--- src/design/bptd_pkg.sv ---
// Shared constants, types and register codes for the block power tone detector.
`timescale 1ns / 1ps
`default_nettype none
package bptd_pkg;

	localparam int SAMPLE_BITS    = 12;
	localparam int MAX_BLOCK_LOG2 = 8;

	localparam int LG_W     = 4;
	localparam int CNT_W    = MAX_BLOCK_LOG2 + 1;
	localparam int SQ_W     = 2 * SAMPLE_BITS - 1;
	localparam int SUM_W    = SQ_W + MAX_BLOCK_LOG2;
	localparam int POWER_W  = 23;
	localparam int FLOOR_W  = 30;
	localparam int ALPHA_W  = 9;
	localparam int RATIO_W  = 16;
	localparam int CFG_IDX_W  = 3;
	localparam int CFG_DATA_W = 16;

	localparam logic [LG_W-1:0]    LG_MAX    = LG_W'(MAX_BLOCK_LOG2);
	localparam logic [SUM_W-1:0]   POWER_MAX = SUM_W'(1) << (2 * SAMPLE_BITS - 2);
	localparam logic [FLOOR_W-1:0] FLOOR_MAX = {FLOOR_W{1'b1}};
	localparam logic [ALPHA_W-1:0] ALPHA_MAX = ALPHA_W'(256);

	localparam logic [CFG_IDX_W-1:0] CFG_BLOCK_LOG2 = 3'd0;
	localparam logic [CFG_IDX_W-1:0] CFG_FALL_ALPHA = 3'd1;
	localparam logic [CFG_IDX_W-1:0] CFG_RISE_ALPHA = 3'd2;
	localparam logic [CFG_IDX_W-1:0] CFG_ON_RATIO   = 3'd3;
	localparam logic [CFG_IDX_W-1:0] CFG_OFF_RATIO  = 3'd4;

	// Finished block as handed from the accumulator to the floor and tone logic.
	typedef struct packed {
		logic [SUM_W-1:0] sum;
		logic [LG_W-1:0]  lg;
	} blk_t;

	typedef struct packed {
		logic [LG_W-1:0]    block_log2;
		logic [ALPHA_W-1:0] fall_alpha;
		logic [ALPHA_W-1:0] rise_alpha;
		logic [RATIO_W-1:0] on_ratio;
		logic [RATIO_W-1:0] off_ratio;
	} cfg_t;

endpackage
`default_nettype wire

--- src/design/block_power_tone_detector.sv ---
// Top level of the block power tone detector: configuration registers and wiring.
`timescale 1ns / 1ps
`default_nettype none
// One signed sample is taken every clock cycle; each is squared and added into
// the running block sum, so the accumulator never stalls on its own. When
// 2^block_log2 samples (block_log2 limited to 8) are in, the block sum moves
// into a two-entry queue and the floor and tone sequencer handles it step by
// step: mean power, floor seed and weight choice, the weight multiply, the
// floor step, the ratio multiply and the threshold decision. One result per
// block then waits in an output register. Blocks of eight samples or more keep
// up with one sample per cycle while results are taken; smaller blocks are
// paced by the sequencer, and the sample input holds off while the queue is
// full. Configuration writes take effect at once and need no wait.
module block_power_tone_detector (
	input  wire                                         clk,
	input  wire                                         arst_n,
	input  wire                                         in_valid,
	output logic                                        in_ready,
	input  wire logic signed [bptd_pkg::SAMPLE_BITS-1:0] sample,
	output logic                                        out_valid,
	input  wire                                         out_ready,
	output logic                                        tone_present,
	output logic [bptd_pkg::POWER_W-1:0]                block_power,
	output logic [bptd_pkg::FLOOR_W-1:0]                floor_level,
	input  wire                                         cfg_write,
	input  wire logic [bptd_pkg::CFG_IDX_W-1:0]         cfg_index,
	input  wire logic [bptd_pkg::CFG_DATA_W-1:0]        cfg_data
);
	import bptd_pkg::*;

	cfg_t cfg_q;
	blk_t push_data;
	blk_t pop_data;
	logic push_valid;
	logic push_ready;
	logic pop_valid;
	logic pop_ready;

	always_ff @(posedge clk or negedge arst_n) begin
		if (!arst_n) begin
			cfg_q.block_log2 <= LG_W'(6);
			cfg_q.fall_alpha <= ALPHA_W'(26);
			cfg_q.rise_alpha <= ALPHA_W'(5);
			cfg_q.on_ratio   <= RATIO_W'(1019);
			cfg_q.off_ratio  <= RATIO_W'(511);
		end else if (cfg_write) begin
			unique case (cfg_index)
				CFG_BLOCK_LOG2: cfg_q.block_log2 <= cfg_data[LG_W-1:0];
				CFG_FALL_ALPHA: cfg_q.fall_alpha <= cfg_data[ALPHA_W-1:0];
				CFG_RISE_ALPHA: cfg_q.rise_alpha <= cfg_data[ALPHA_W-1:0];
				CFG_ON_RATIO:   cfg_q.on_ratio   <= cfg_data[RATIO_W-1:0];
				CFG_OFF_RATIO:  cfg_q.off_ratio  <= cfg_data[RATIO_W-1:0];
				default: begin
				end
			endcase
		end
	end

	bptd_front u_front (
		.clk        (clk),
		.arst_n     (arst_n),
		.in_valid   (in_valid),
		.in_ready   (in_ready),
		.sample     (sample),
		.block_log2 (cfg_q.block_log2),
		.push_valid (push_valid),
		.push_ready (push_ready),
		.push_data  (push_data)
	);

	bptd_queue u_queue (
		.clk        (clk),
		.arst_n     (arst_n),
		.push_valid (push_valid),
		.push_ready (push_ready),
		.push_data  (push_data),
		.pop_valid  (pop_valid),
		.pop_ready  (pop_ready),
		.pop_data   (pop_data)
	);

	bptd_back u_back (
		.clk          (clk),
		.arst_n       (arst_n),
		.pop_valid    (pop_valid),
		.pop_ready    (pop_ready),
		.pop_data     (pop_data),
		.cfg          (cfg_q),
		.out_valid    (out_valid),
		.out_ready    (out_ready),
		.tone_present (tone_present),
		.block_power  (block_power),
		.floor_level  (floor_level)
	);

endmodule
`default_nettype wire

--- src/design/bptd_front.sv ---
// Sample accumulator: squares each sample and sums over one power block.
`timescale 1ns / 1ps
`default_nettype none
module bptd_front (
	input  wire                                     clk,
	input  wire                                     arst_n,
	input  wire                                     in_valid,
	output logic                                    in_ready,
	input  wire logic signed [bptd_pkg::SAMPLE_BITS-1:0] sample,
	input  wire logic [bptd_pkg::LG_W-1:0]          block_log2,
	output logic                                    push_valid,
	input  wire                                     push_ready,
	output bptd_pkg::blk_t                          push_data
);
	import bptd_pkg::*;

	logic [SUM_W-1:0]         sum_q;
	logic [CNT_W-1:0]         count_q;
	logic [SAMPLE_BITS-1:0]   s_u;
	logic [SAMPLE_BITS-1:0]   mag;
	logic [2*SAMPLE_BITS-1:0] sq_full;
	logic [SUM_W-1:0]         sum_next;
	logic [CNT_W-1:0]         cnt_next;
	logic [LG_W-1:0]          lg_eff;
	logic [CNT_W-1:0]         size;
	logic                     accept;
	logic                     finish;

	assign in_ready = push_ready;
	assign accept   = in_valid & in_ready;

	always_comb begin
		s_u      = sample;
		// The most negative sample maps to its true magnitude, which still fits.
		mag      = s_u[SAMPLE_BITS-1] ? (~s_u + 1'b1) : s_u;
		sq_full  = {{SAMPLE_BITS{1'b0}}, mag} * {{SAMPLE_BITS{1'b0}}, mag};
		sum_next = sum_q + SUM_W'(sq_full[SQ_W-1:0]);
		cnt_next = count_q + 1'b1;
		lg_eff   = (block_log2 > LG_MAX) ? LG_MAX : block_log2;
		size     = CNT_W'(1) << lg_eff;
		finish   = (cnt_next >= size);
	end

	assign push_valid     = accept & finish;
	assign push_data.sum  = sum_next;
	assign push_data.lg   = lg_eff;

	always_ff @(posedge clk or negedge arst_n) begin
		if (!arst_n) begin
			sum_q   <= '0;
			count_q <= '0;
		end else if (accept) begin
			if (finish) begin
				sum_q   <= '0;
				count_q <= '0;
			end else begin
				sum_q   <= sum_next;
				count_q <= cnt_next;
			end
		end
	end

endmodule
`default_nettype wire

--- src/design/bptd_queue.sv ---
// Two-entry queue of finished blocks between the accumulator and the floor logic.
`timescale 1ns / 1ps
`default_nettype none
module bptd_queue (
	input  wire                  clk,
	input  wire                  arst_n,
	input  wire                  push_valid,
	output logic                 push_ready,
	input  wire bptd_pkg::blk_t  push_data,
	output logic                 pop_valid,
	input  wire                  pop_ready,
	output bptd_pkg::blk_t       pop_data
);
	import bptd_pkg::*;

	blk_t       mem_q [2];
	logic       wr_ptr_q;
	logic       rd_ptr_q;
	logic [1:0] fill_q;
	logic       do_push;
	logic       do_pop;

	assign push_ready = (fill_q != 2'd2);
	assign pop_valid  = (fill_q != 2'd0);
	assign pop_data   = mem_q[rd_ptr_q];
	assign do_push    = push_valid & push_ready;
	assign do_pop     = pop_valid & pop_ready;

	always_ff @(posedge clk) begin
		if (do_push) begin
			mem_q[wr_ptr_q] <= push_data;
		end
	end

	always_ff @(posedge clk or negedge arst_n) begin
		if (!arst_n) begin
			wr_ptr_q <= 1'b0;
			rd_ptr_q <= 1'b0;
			fill_q   <= 2'd0;
		end else begin
			if (do_push) begin
				wr_ptr_q <= ~wr_ptr_q;
			end
			if (do_pop) begin
				rd_ptr_q <= ~rd_ptr_q;
			end
			if (do_push && !do_pop) begin
				fill_q <= fill_q + 2'd1;
			end else if (do_pop && !do_push) begin
				fill_q <= fill_q - 2'd1;
			end
		end
	end

endmodule
`default_nettype wire

--- src/design/bptd_back.sv ---
// Per-block sequencer: mean power, noise floor update and tone hysteresis.
`timescale 1ns / 1ps
`default_nettype none
module bptd_back (
	input  wire                                clk,
	input  wire                                arst_n,
	input  wire                                pop_valid,
	output logic                               pop_ready,
	input  wire bptd_pkg::blk_t                pop_data,
	input  wire bptd_pkg::cfg_t                cfg,
	output logic                               out_valid,
	input  wire                                out_ready,
	output logic                               tone_present,
	output logic [bptd_pkg::POWER_W-1:0]       block_power,
	output logic [bptd_pkg::FLOOR_W-1:0]       floor_level
);
	import bptd_pkg::*;

	typedef enum logic [2:0] {
		S_IDLE,
		S_MIX,
		S_MUL1,
		S_UPD,
		S_RAT,
		S_CMP
	} state_t;

	localparam int PROD_W  = ALPHA_W + FLOOR_W;
	localparam int RPROD_W = RATIO_W + FLOOR_W;

	state_t               state_q;
	logic [POWER_W-1:0]   p_q;
	logic [FLOOR_W-1:0]   floor_q;
	logic                 tone_q;
	logic                 below_q;
	logic                 upd_q;
	logic [ALPHA_W-1:0]   a_q;
	logic [FLOOR_W-1:0]   diff_q;
	logic [PROD_W-1:0]    prod_q;
	logic [RPROD_W-1:0]   rprod_q;

	logic [SUM_W-1:0]     p_sh;
	logic [POWER_W-1:0]   p_new;
	logic [FLOOR_W:0]     p8_w;
	logic [FLOOR_W-1:0]   p8;
	logic [FLOOR_W-1:0]   floor_eff;
	logic                 below;
	logic [ALPHA_W-1:0]   a_raw;
	logic [ALPHA_W-1:0]   a_sat;
	logic [FLOOR_W-1:0]   diff;
	logic [PROD_W-1:0]    prod;
	logic [PROD_W:0]      rnd;
	logic [PROD_W-8:0]    delta;
	logic [PROD_W-7:0]    up_sum;
	logic [FLOOR_W-1:0]   floor_upd;
	logic [FLOOR_W-1:0]   fl;
	logic [RATIO_W-1:0]   ratio;
	logic [RPROD_W-1:0]   rprod;
	logic [RPROD_W-1:0]   lhs;
	logic                 tone_next;
	logic                 out_free;

	assign pop_ready = (state_q == S_IDLE);
	assign out_free  = !out_valid || out_ready;

	always_comb begin
		// Mean power of the finished block, limited to the largest square.
		p_sh  = pop_data.sum >> pop_data.lg;
		p_new = (p_sh > POWER_MAX) ? POWER_MAX[POWER_W-1:0] : p_sh[POWER_W-1:0];

		p8_w      = {p_q, 8'b0};
		p8        = (p8_w > {1'b0, FLOOR_MAX}) ? FLOOR_MAX : p8_w[FLOOR_W-1:0];
		floor_eff = (floor_q == '0) ? p8 : floor_q;
		below     = (p8 < floor_eff);
		a_raw     = below ? cfg.fall_alpha : cfg.rise_alpha;
		a_sat     = (a_raw > ALPHA_MAX) ? ALPHA_MAX : a_raw;
		diff      = below ? (floor_eff - p8) : (p8 - floor_eff);

		prod = {{FLOOR_W{1'b0}}, a_q} * {{ALPHA_W{1'b0}}, diff_q};

		// Round to nearest, ties away from zero, before dropping the Q8 fraction.
		rnd    = {1'b0, prod_q} + (PROD_W + 1)'(128);
		delta  = rnd[PROD_W:8];
		up_sum = (PROD_W - 6)'(floor_q) + {1'b0, delta};
		if (!below_q) begin
			floor_upd = (up_sum > (PROD_W - 6)'(FLOOR_MAX)) ? FLOOR_MAX
			            : up_sum[FLOOR_W-1:0];
		end else begin
			floor_upd = (delta >= (PROD_W - 7)'(floor_q)) ? '0
			            : floor_q - delta[FLOOR_W-1:0];
		end

		fl    = (floor_q == '0) ? FLOOR_W'(1) : floor_q;
		ratio = tone_q ? cfg.off_ratio : cfg.on_ratio;
		rprod = {{FLOOR_W{1'b0}}, ratio} * {{RATIO_W{1'b0}}, fl};

		lhs = RPROD_W'({p_q, 16'b0});
		if (!tone_q) begin
			tone_next = (lhs >= rprod_q);
		end else begin
			tone_next = !(lhs <= rprod_q);
		end
	end

	always_ff @(posedge clk or negedge arst_n) begin
		if (!arst_n) begin
			state_q      <= S_IDLE;
			floor_q      <= '0;
			tone_q       <= 1'b0;
			out_valid    <= 1'b0;
			p_q          <= '0;
			below_q      <= 1'b0;
			upd_q        <= 1'b0;
			a_q          <= '0;
			diff_q       <= '0;
			prod_q       <= '0;
			rprod_q      <= '0;
			tone_present <= 1'b0;
			block_power  <= '0;
			floor_level  <= '0;
		end else begin
			// In the decision step the valid is set again when the next result loads.
			if (out_valid && out_ready && state_q != S_CMP) begin
				out_valid <= 1'b0;
			end
			unique case (state_q)
				S_IDLE: begin
					if (pop_valid) begin
						p_q     <= p_new;
						state_q <= S_MIX;
					end
				end
				S_MIX: begin
					// A zero floor is seeded from this block before the update.
					floor_q <= floor_eff;
					below_q <= below;
					upd_q   <= !tone_q && (floor_eff != '0);
					a_q     <= a_sat;
					diff_q  <= diff;
					state_q <= S_MUL1;
				end
				S_MUL1: begin
					prod_q  <= prod;
					state_q <= S_UPD;
				end
				S_UPD: begin
					if (upd_q) begin
						floor_q <= floor_upd;
					end
					state_q <= S_RAT;
				end
				S_RAT: begin
					rprod_q <= rprod;
					state_q <= S_CMP;
				end
				S_CMP: begin
					if (out_free) begin
						tone_q       <= tone_next;
						tone_present <= tone_next;
						block_power  <= p_q;
						floor_level  <= floor_q;
						out_valid    <= 1'b1;
						state_q      <= S_IDLE;
					end
				end
				default: begin
					state_q <= S_IDLE;
				end
			endcase
		end
	end

	a_alpha_limited: assert property (@(posedge clk) disable iff (!arst_n)
		state_q == S_MUL1 |-> a_q <= ALPHA_MAX)
		else $error("floor weight above unity reached the multiplier");

	a_tone_only_in_cmp: assert property (@(posedge clk) disable iff (!arst_n)
		tone_q != $past(tone_q) |-> $past(state_q) == S_CMP)
		else $error("tone flag changed outside the decision step");

	a_floor_only_in_update: assert property (@(posedge clk) disable iff (!arst_n)
		floor_q != $past(floor_q) |-> ($past(state_q) == S_MIX || $past(state_q) == S_UPD))
		else $error("noise floor changed outside its update steps");

	a_result_loaded: assert property (@(posedge clk) disable iff (!arst_n)
		state_q == S_CMP && out_free |=> out_valid && state_q == S_IDLE)
		else $error("finished block did not produce a result");

endmodule
`default_nettype wire

--- config.mk ---
export PLATFORM = sky130hd
export DESIGN_NAME = block_power_tone_detector
export DESIGN_NICKNAME = d
export VERILOG_FILES = /design/src/design/bptd_pkg.sv /design/src/design/block_power_tone_detector.sv /design/src/design/bptd_front.sv /design/src/design/bptd_queue.sv /design/src/design/bptd_back.sv
export SDC_FILE = /design/constraint.sdc
export NUM_CORES = 2
export LEC_CHECK = 0
export BUFFER_PORTS_ARGS = -buffer_cell sky130_fd_sc_hd__buf_2
export CAP_MARGIN = 5
export CORE_MARGIN = 5
export CORE_UTILIZATION = 45
export DETAILED_ROUTE_END_ITERATION = 8
export HOLD_SLACK_MARGIN = 0.06
export MAX_ROUTING_LAYER = met4
export PLACE_DENSITY = 0.63
export SKIP_CTS_REPAIR_TIMING = 1
export SYNTH_ARGS = -nofsm -noshare
export SYNTH_HDL_FRONTEND = slang
export SYNTH_SLANG_ARGS = --single-unit
export TNS_END_PERCENT = 5
--- constraint.sdc ---
create_clock -name clk -period 9.04 [get_ports clk]
set_input_delay 1.808 -clock clk [delete_from_list [all_inputs] [get_ports clk]]
set_output_delay 1.808 -clock clk [all_outputs]
set_load 0.01 [all_outputs]
# After elaboration in Yosys (flattened, before gate mapping)
# Memories as Yosys holds them, arrays and structs flattened.
# Cells that the tools add are included.
# Widths: inputs -> output; s select.
# classes
addsub	10
n_mul	3
magnitude_cmp	10
eq_ne	14
shifts	2
mux	28
bitwise_logic	7
reduce_logical	27
# ops
cell	n
$mux 30	8
$sub 30x30->30	3
$pmux 30 s2	1
$ge 39x46->1	1
$le 39x46->1	1
$mul 16x30->46	1
$add 39x8->40 const B	1
$mul 9x30->39	1
$add 30x32->33	1
$gt 33x30->1 const B	1
$ge 32x30->1	1
$add 31x23->31	1
$gt 31x23->1 const B	1
$gt 31x30->1 const B	1
$mux 31	1
$shr 31x4->31	1
$logic_not 30->1	1
$lt 30x30->1	1
$reduce_bool 30->1	1
$mux 9	3
$mul 12x12->23	1
$mux 23	1
$pmux 3 s6	1
$reduce_and 2->1	9
other kinds (28)	58
# word_totals
regBits	335
ram_bits	70
input_bits	36
out_inout_bits	56
word_cells	125
memories	1
# mem_list
name	depth	width	rd	rd_ports_with_merged_regs	wr	line	source
u_queue.mem_q	2	35	1	0	1	bptd_queue.sv:16	blk_t mem_q [2];

# Logic depth before layout (Yosys ltp)
# depth
depth_word	10
ltp_mapped	38
ltp_nobuf	38

# Cells and area by module
# Synthesis repeated with hierarchy kept, for this count alone.
# hier_totals
cells_unflattened	6048
hier_area_um2	53914.2
# by_module_without_submodules
module	n_inst	cells_per_inst	area_per_inst_um2	seq_area_each_um2
bptd_back	1	4931	41705.0	5755.5
bptd_front	1	872	7257.0	1001.0
bptd_queue	1	127	2870.3	2202.1
block_power_tone_detector	1	118	2082.0	1382.6

# Least setup slack after synthesis
# Ideal clock, no wire load.
# synth_timing
kind	input to register
start	input sample[0] (netlist bit)
end	register u_front.sum_q[29]
setup_time_ps	121
t_arrival_ps	9496
required_time_ps	8919
path_slack_ps	-577
cell_stages	33
n_path_buf	0
cell_sequence	inv_2 nand2_1 or4_1 or2_2 or4b_2 nor2_1 inv_1 fa_1 inv_1 fa_1 inv_1 fa_1 inv_1 fa_1 inv_1 fa_1 inv_1 ha_1 and3_1 a31oi_1 nand2b_1 a21oi_1 xnor2_1 ha_1 a21o_1 a21oi_1 o21ai_0 a21oi_1 a211o_1 o21ai_1 and3_1 o21ai_0 a22o_1
# synth_between
elab_chain_cells	6
# synth_rtl
item	line	source
start, declared	block_power_tone_detector.sv:19	input wire logic signed [bptd_pkg::SAMPLE_BITS-1:0] sample,
$not 12->12	bptd_front.sv:35	mag = s_u[SAMPLE_BITS-1] ? (~s_u + 1'b1) : s_u;
$add 12x1->12	bptd_front.sv:35	
$mux 12 (*)	bptd_front.sv:35	
$mul 12x12->23 (*)	bptd_front.sv:36	sq_full = {{SAMPLE_BITS{1'b0}}, mag} * {{SAMPLE_BITS{1'b0}}, mag};
$add 31x23->31 (*)	bptd_front.sv:37	sum_next = sum_q + SUM_W'(sq_full[SQ_W-1:0]);
$mux 31 (*)	bptd_front.sv:53	if (finish) begin
end signal, assigned	bptd_front.sv:57	sum_q <= sum_next;
end, declared	bptd_front.sv:17	logic [SUM_W-1:0] sum_q;
# Mark *: on every way between the ends. The rest lies on a longest branch, timed or not.
# A chain may end at the register's enable or synchronous reset.

# Final worst setup path
# Ends and elaborated chain as after synthesis.

==> metrics <==
reg-to-reg endpoint=u_back.rprod_q[43]; CP Data Arrival Time=9.26 ns; slowest library cell on the worst path=fa_1; Filler Cell Count=11240; Critical Path RT=9.59 ns; gr ovfl total=0; number of nets in the layout=7206; first-pass GRT wire length=255.0 mm; CTS tree=built; drt wl/cell=20.97 um; Final min period=8.716 ns; clk buf depth=3; Multi-input gate area=38600 sq um; largest net degree at the start of global routing=150; Slew @ Worst Pin=1.169 ns; top cells by area, synth=fa_1 (25%), dfrtp_1 (14%), ha_1 (10%), nand2_1 (6.3%), inv_1 (6.3%); Yosys top cell by area=fa_1; RSZ-0062 raised after global routing=yes; reg-to-reg slack, setup=0.63 ns; post-route cell area=57990 sq um; antenna-violating nets left=0; H-tree depth=2; Initial Util=45.18%; top cell type's share of synthesized area=25.25%; total CTS buffers=49; status=finished, final reports clean; Boundary Pins=92; # rows=126; layout cells sized above 1=10.50%; DR iter-0 viols=3129; Worst Skew=0.04869 ns; top_reg_cell synth=dfrtp_1; hold slack=0.4729 ns; worst min path class=flop to flop; final WL=160.3 mm; Worst-path clk slew=0.06 ns; Worst Setup Slack, final=0.3236 ns; fmax=114.7 MHz; CP max FO=6; Placement Setup Slack=-0.6339 ns; final hold violations=0; FF+latch count, synth=398; Stages on worst setup path=34; Post-Syn Instances=6024; Final GP Congestion=0.9584; Critical Path Sink=u_front.sum_q[29]; synthesized area=53200 sq um; area added between synthesis and finish=8.993%; Synth top cells by count=nand2_1 (892), inv_1 (890), fa_1 (671); vias per cell=5.567; critical hold path startpoint=u_back.floor_level[23]; # DRC=0; clock root buffer=clkbuf_16; die span in x=353.8 um; asr flop ratio synth=82.41%; drt pass-1 iters=6; Startpoint Class=primary input; final worst-path cycle share=96.42%; EDFF count, synth=70; FF+latch area=10340 sq um; Max-cap violations=0; FF-to-FF path depth=24; Syn Area/Cell=8.832 sq um; antenna violations before repair=5; WP buf/inv=9; DIE HEIGHT=353.8 um; via count of the first global-routing pass=43490; die area=125200 sq um; clk_lat worst skew=0.67 ns; Critical Path Start=sample[0]; Core ar.=117800 sq um; placed inst area=56020 sq um; Max stage delay on crit path=0.54 ns; WS Path Type=primary input to flop; CP Capture Type=flop; via count=42550; overall global routing resource usage=26.46%; cell family with most CP delay=adder cells; Rel. slew slack=22.07%; Crit Reg-Reg Startpoint=u_back.floor_q[4]; detailed placement HPWL=126.5 mm; Synth cell types=98; setup violators final=0; Seq/Total Area, Yosys=19.44%; CTS sink count=398; count leader, synth=nand2_1; final count of pins violating max slew=0; Buffers on Ports=91; Ys Warns=0
==> worst min-delay path by stage <==
stage / to / slack (ns) / depth (start not counted)
after CTS: u_back.rprod_q[41] / 0.47 / 2
after floorplan: u_back.rprod_q[41] / 0.44 / 2
after global routing: u_back.rprod_q[1] / 0.50 / 2
after global placement: u_back.rprod_q[41] / 0.45 / 2
after detailed placement: u_back.rprod_q[41] / 0.46 / 2
final: u_back.floor_level[23] / 0.47 / 2
==> through the flow <==
step / utilization [%] / instances / setup TNS [ns]
floorplan: - / 6031 / 0
global placement: 47.57 / 7543 / -11.19
detailed placement: 47.57 / 7543 / -12.77
CTS: 49.07 / 7635 / 0
global route: 49.24 / 7644 / -0.1889
finish: 49.24 / 7644 / 0
==> layout by cell type, fill, tap and decap left out, drive strengths merged, types with 14 or more instances in the layout <==
master,synthesis,layout
nor2,338,338
nand3,72,72
xor2,68,68
o31ai,41,41
nand4,36,36
nor4,23,23
o21a,26,26
fa,671,671
o22ai,15,15
nand2,893,893
o21bai,34,34
dfrtp,303,303
inv,892,897
a31oi,32,32
mux2,104,104
nor2b,51,51
or2,35,35
a21o,114,114
o21ai,318,318
a211oi,36,36
a21oi,261,261
mux2i,97,97
dfstp,25,25
nand2b,47,47
mux4,18,18
and2,174,174
clkbuf,268,69
xnor2,166,166
buf,38,287
and3,40,40
nor3,67,67
o211ai,23,23
edfxtp,70,70
a31o,14,14
clkinv,10,19
ha,436,436
==> metal layers <==
layer / part of all wire [%] / wire, um / vias to the layer above / global-route usage [%]
li1: - / - / 19540 / -
met1: 44 / 69830 / 21340 / 35.84
met2: 45 / 71850 / 1418 / 40.54
met3: 8.5 / 13660 / 253 / 5.754
met4: 3.1 / 4981 / 0 / 6.987
met5: 0 / 0 / - / -
==> flip-flops by register name (all words and copies together) (netlist names) <==
name	cells
cfg_q	54
u_back.a_q	9
u_back.below_q	1
u_back.block_power	23
u_back.diff_q	30
u_back.floor_level	30
u_back.floor_q	30
u_back.out_valid	1
u_back.p_q	23
u_back.prod_q	32
u_back.rprod_q	46
u_back.state_q	3
u_back.tone_q	1
u_back.upd_q	1
u_front.count_q	9
u_front.sum_q	31
u_queue.fill_q	2
u_queue.mem_q	70
u_queue.rd_ptr_q	1
u_queue.wr_ptr_q	1
==> cell families (layout without fill, tap and decap cells) <==
kind of cell               after synthesis  after routing  synth area share (%)
DFF                                    398            398                 19.44
muxes                                  219            219                 4.788
adders and majority gates             1107           1107                 35.50
and+or+nand+nor                       1815           1815                 15.39
xor gates and xnor gates               234            234                 3.852
AOI/OAI and AO/OA                     1041           1041                 12.36
buffers and inverters                 1208           1281                 8.652
other                                    2             13               0.01412
==> final cells by class <==
class,count,area share [%]
Multi-Input combinational cell,4425,66.56
Sequential cell,398,17.84
Inverter,902,5.843
Timing Repair Buffer,287,3.383
Tap cell,1536,3.314
Clock buffer,69,2.419
Clock inverter,23,0.6236
Antenna cell,4,0.01726
==> tightest hold or removal path, stage by stage, from the launching register on <==
cell and delay [ns]:
dfrtp_1 0.34, nand2_1 0.04, o21ai_0 0.06
Power is left out: the tool's default activity adds up to more than one toggle a clock period on the data nets, which glitch-free logic cannot reach.
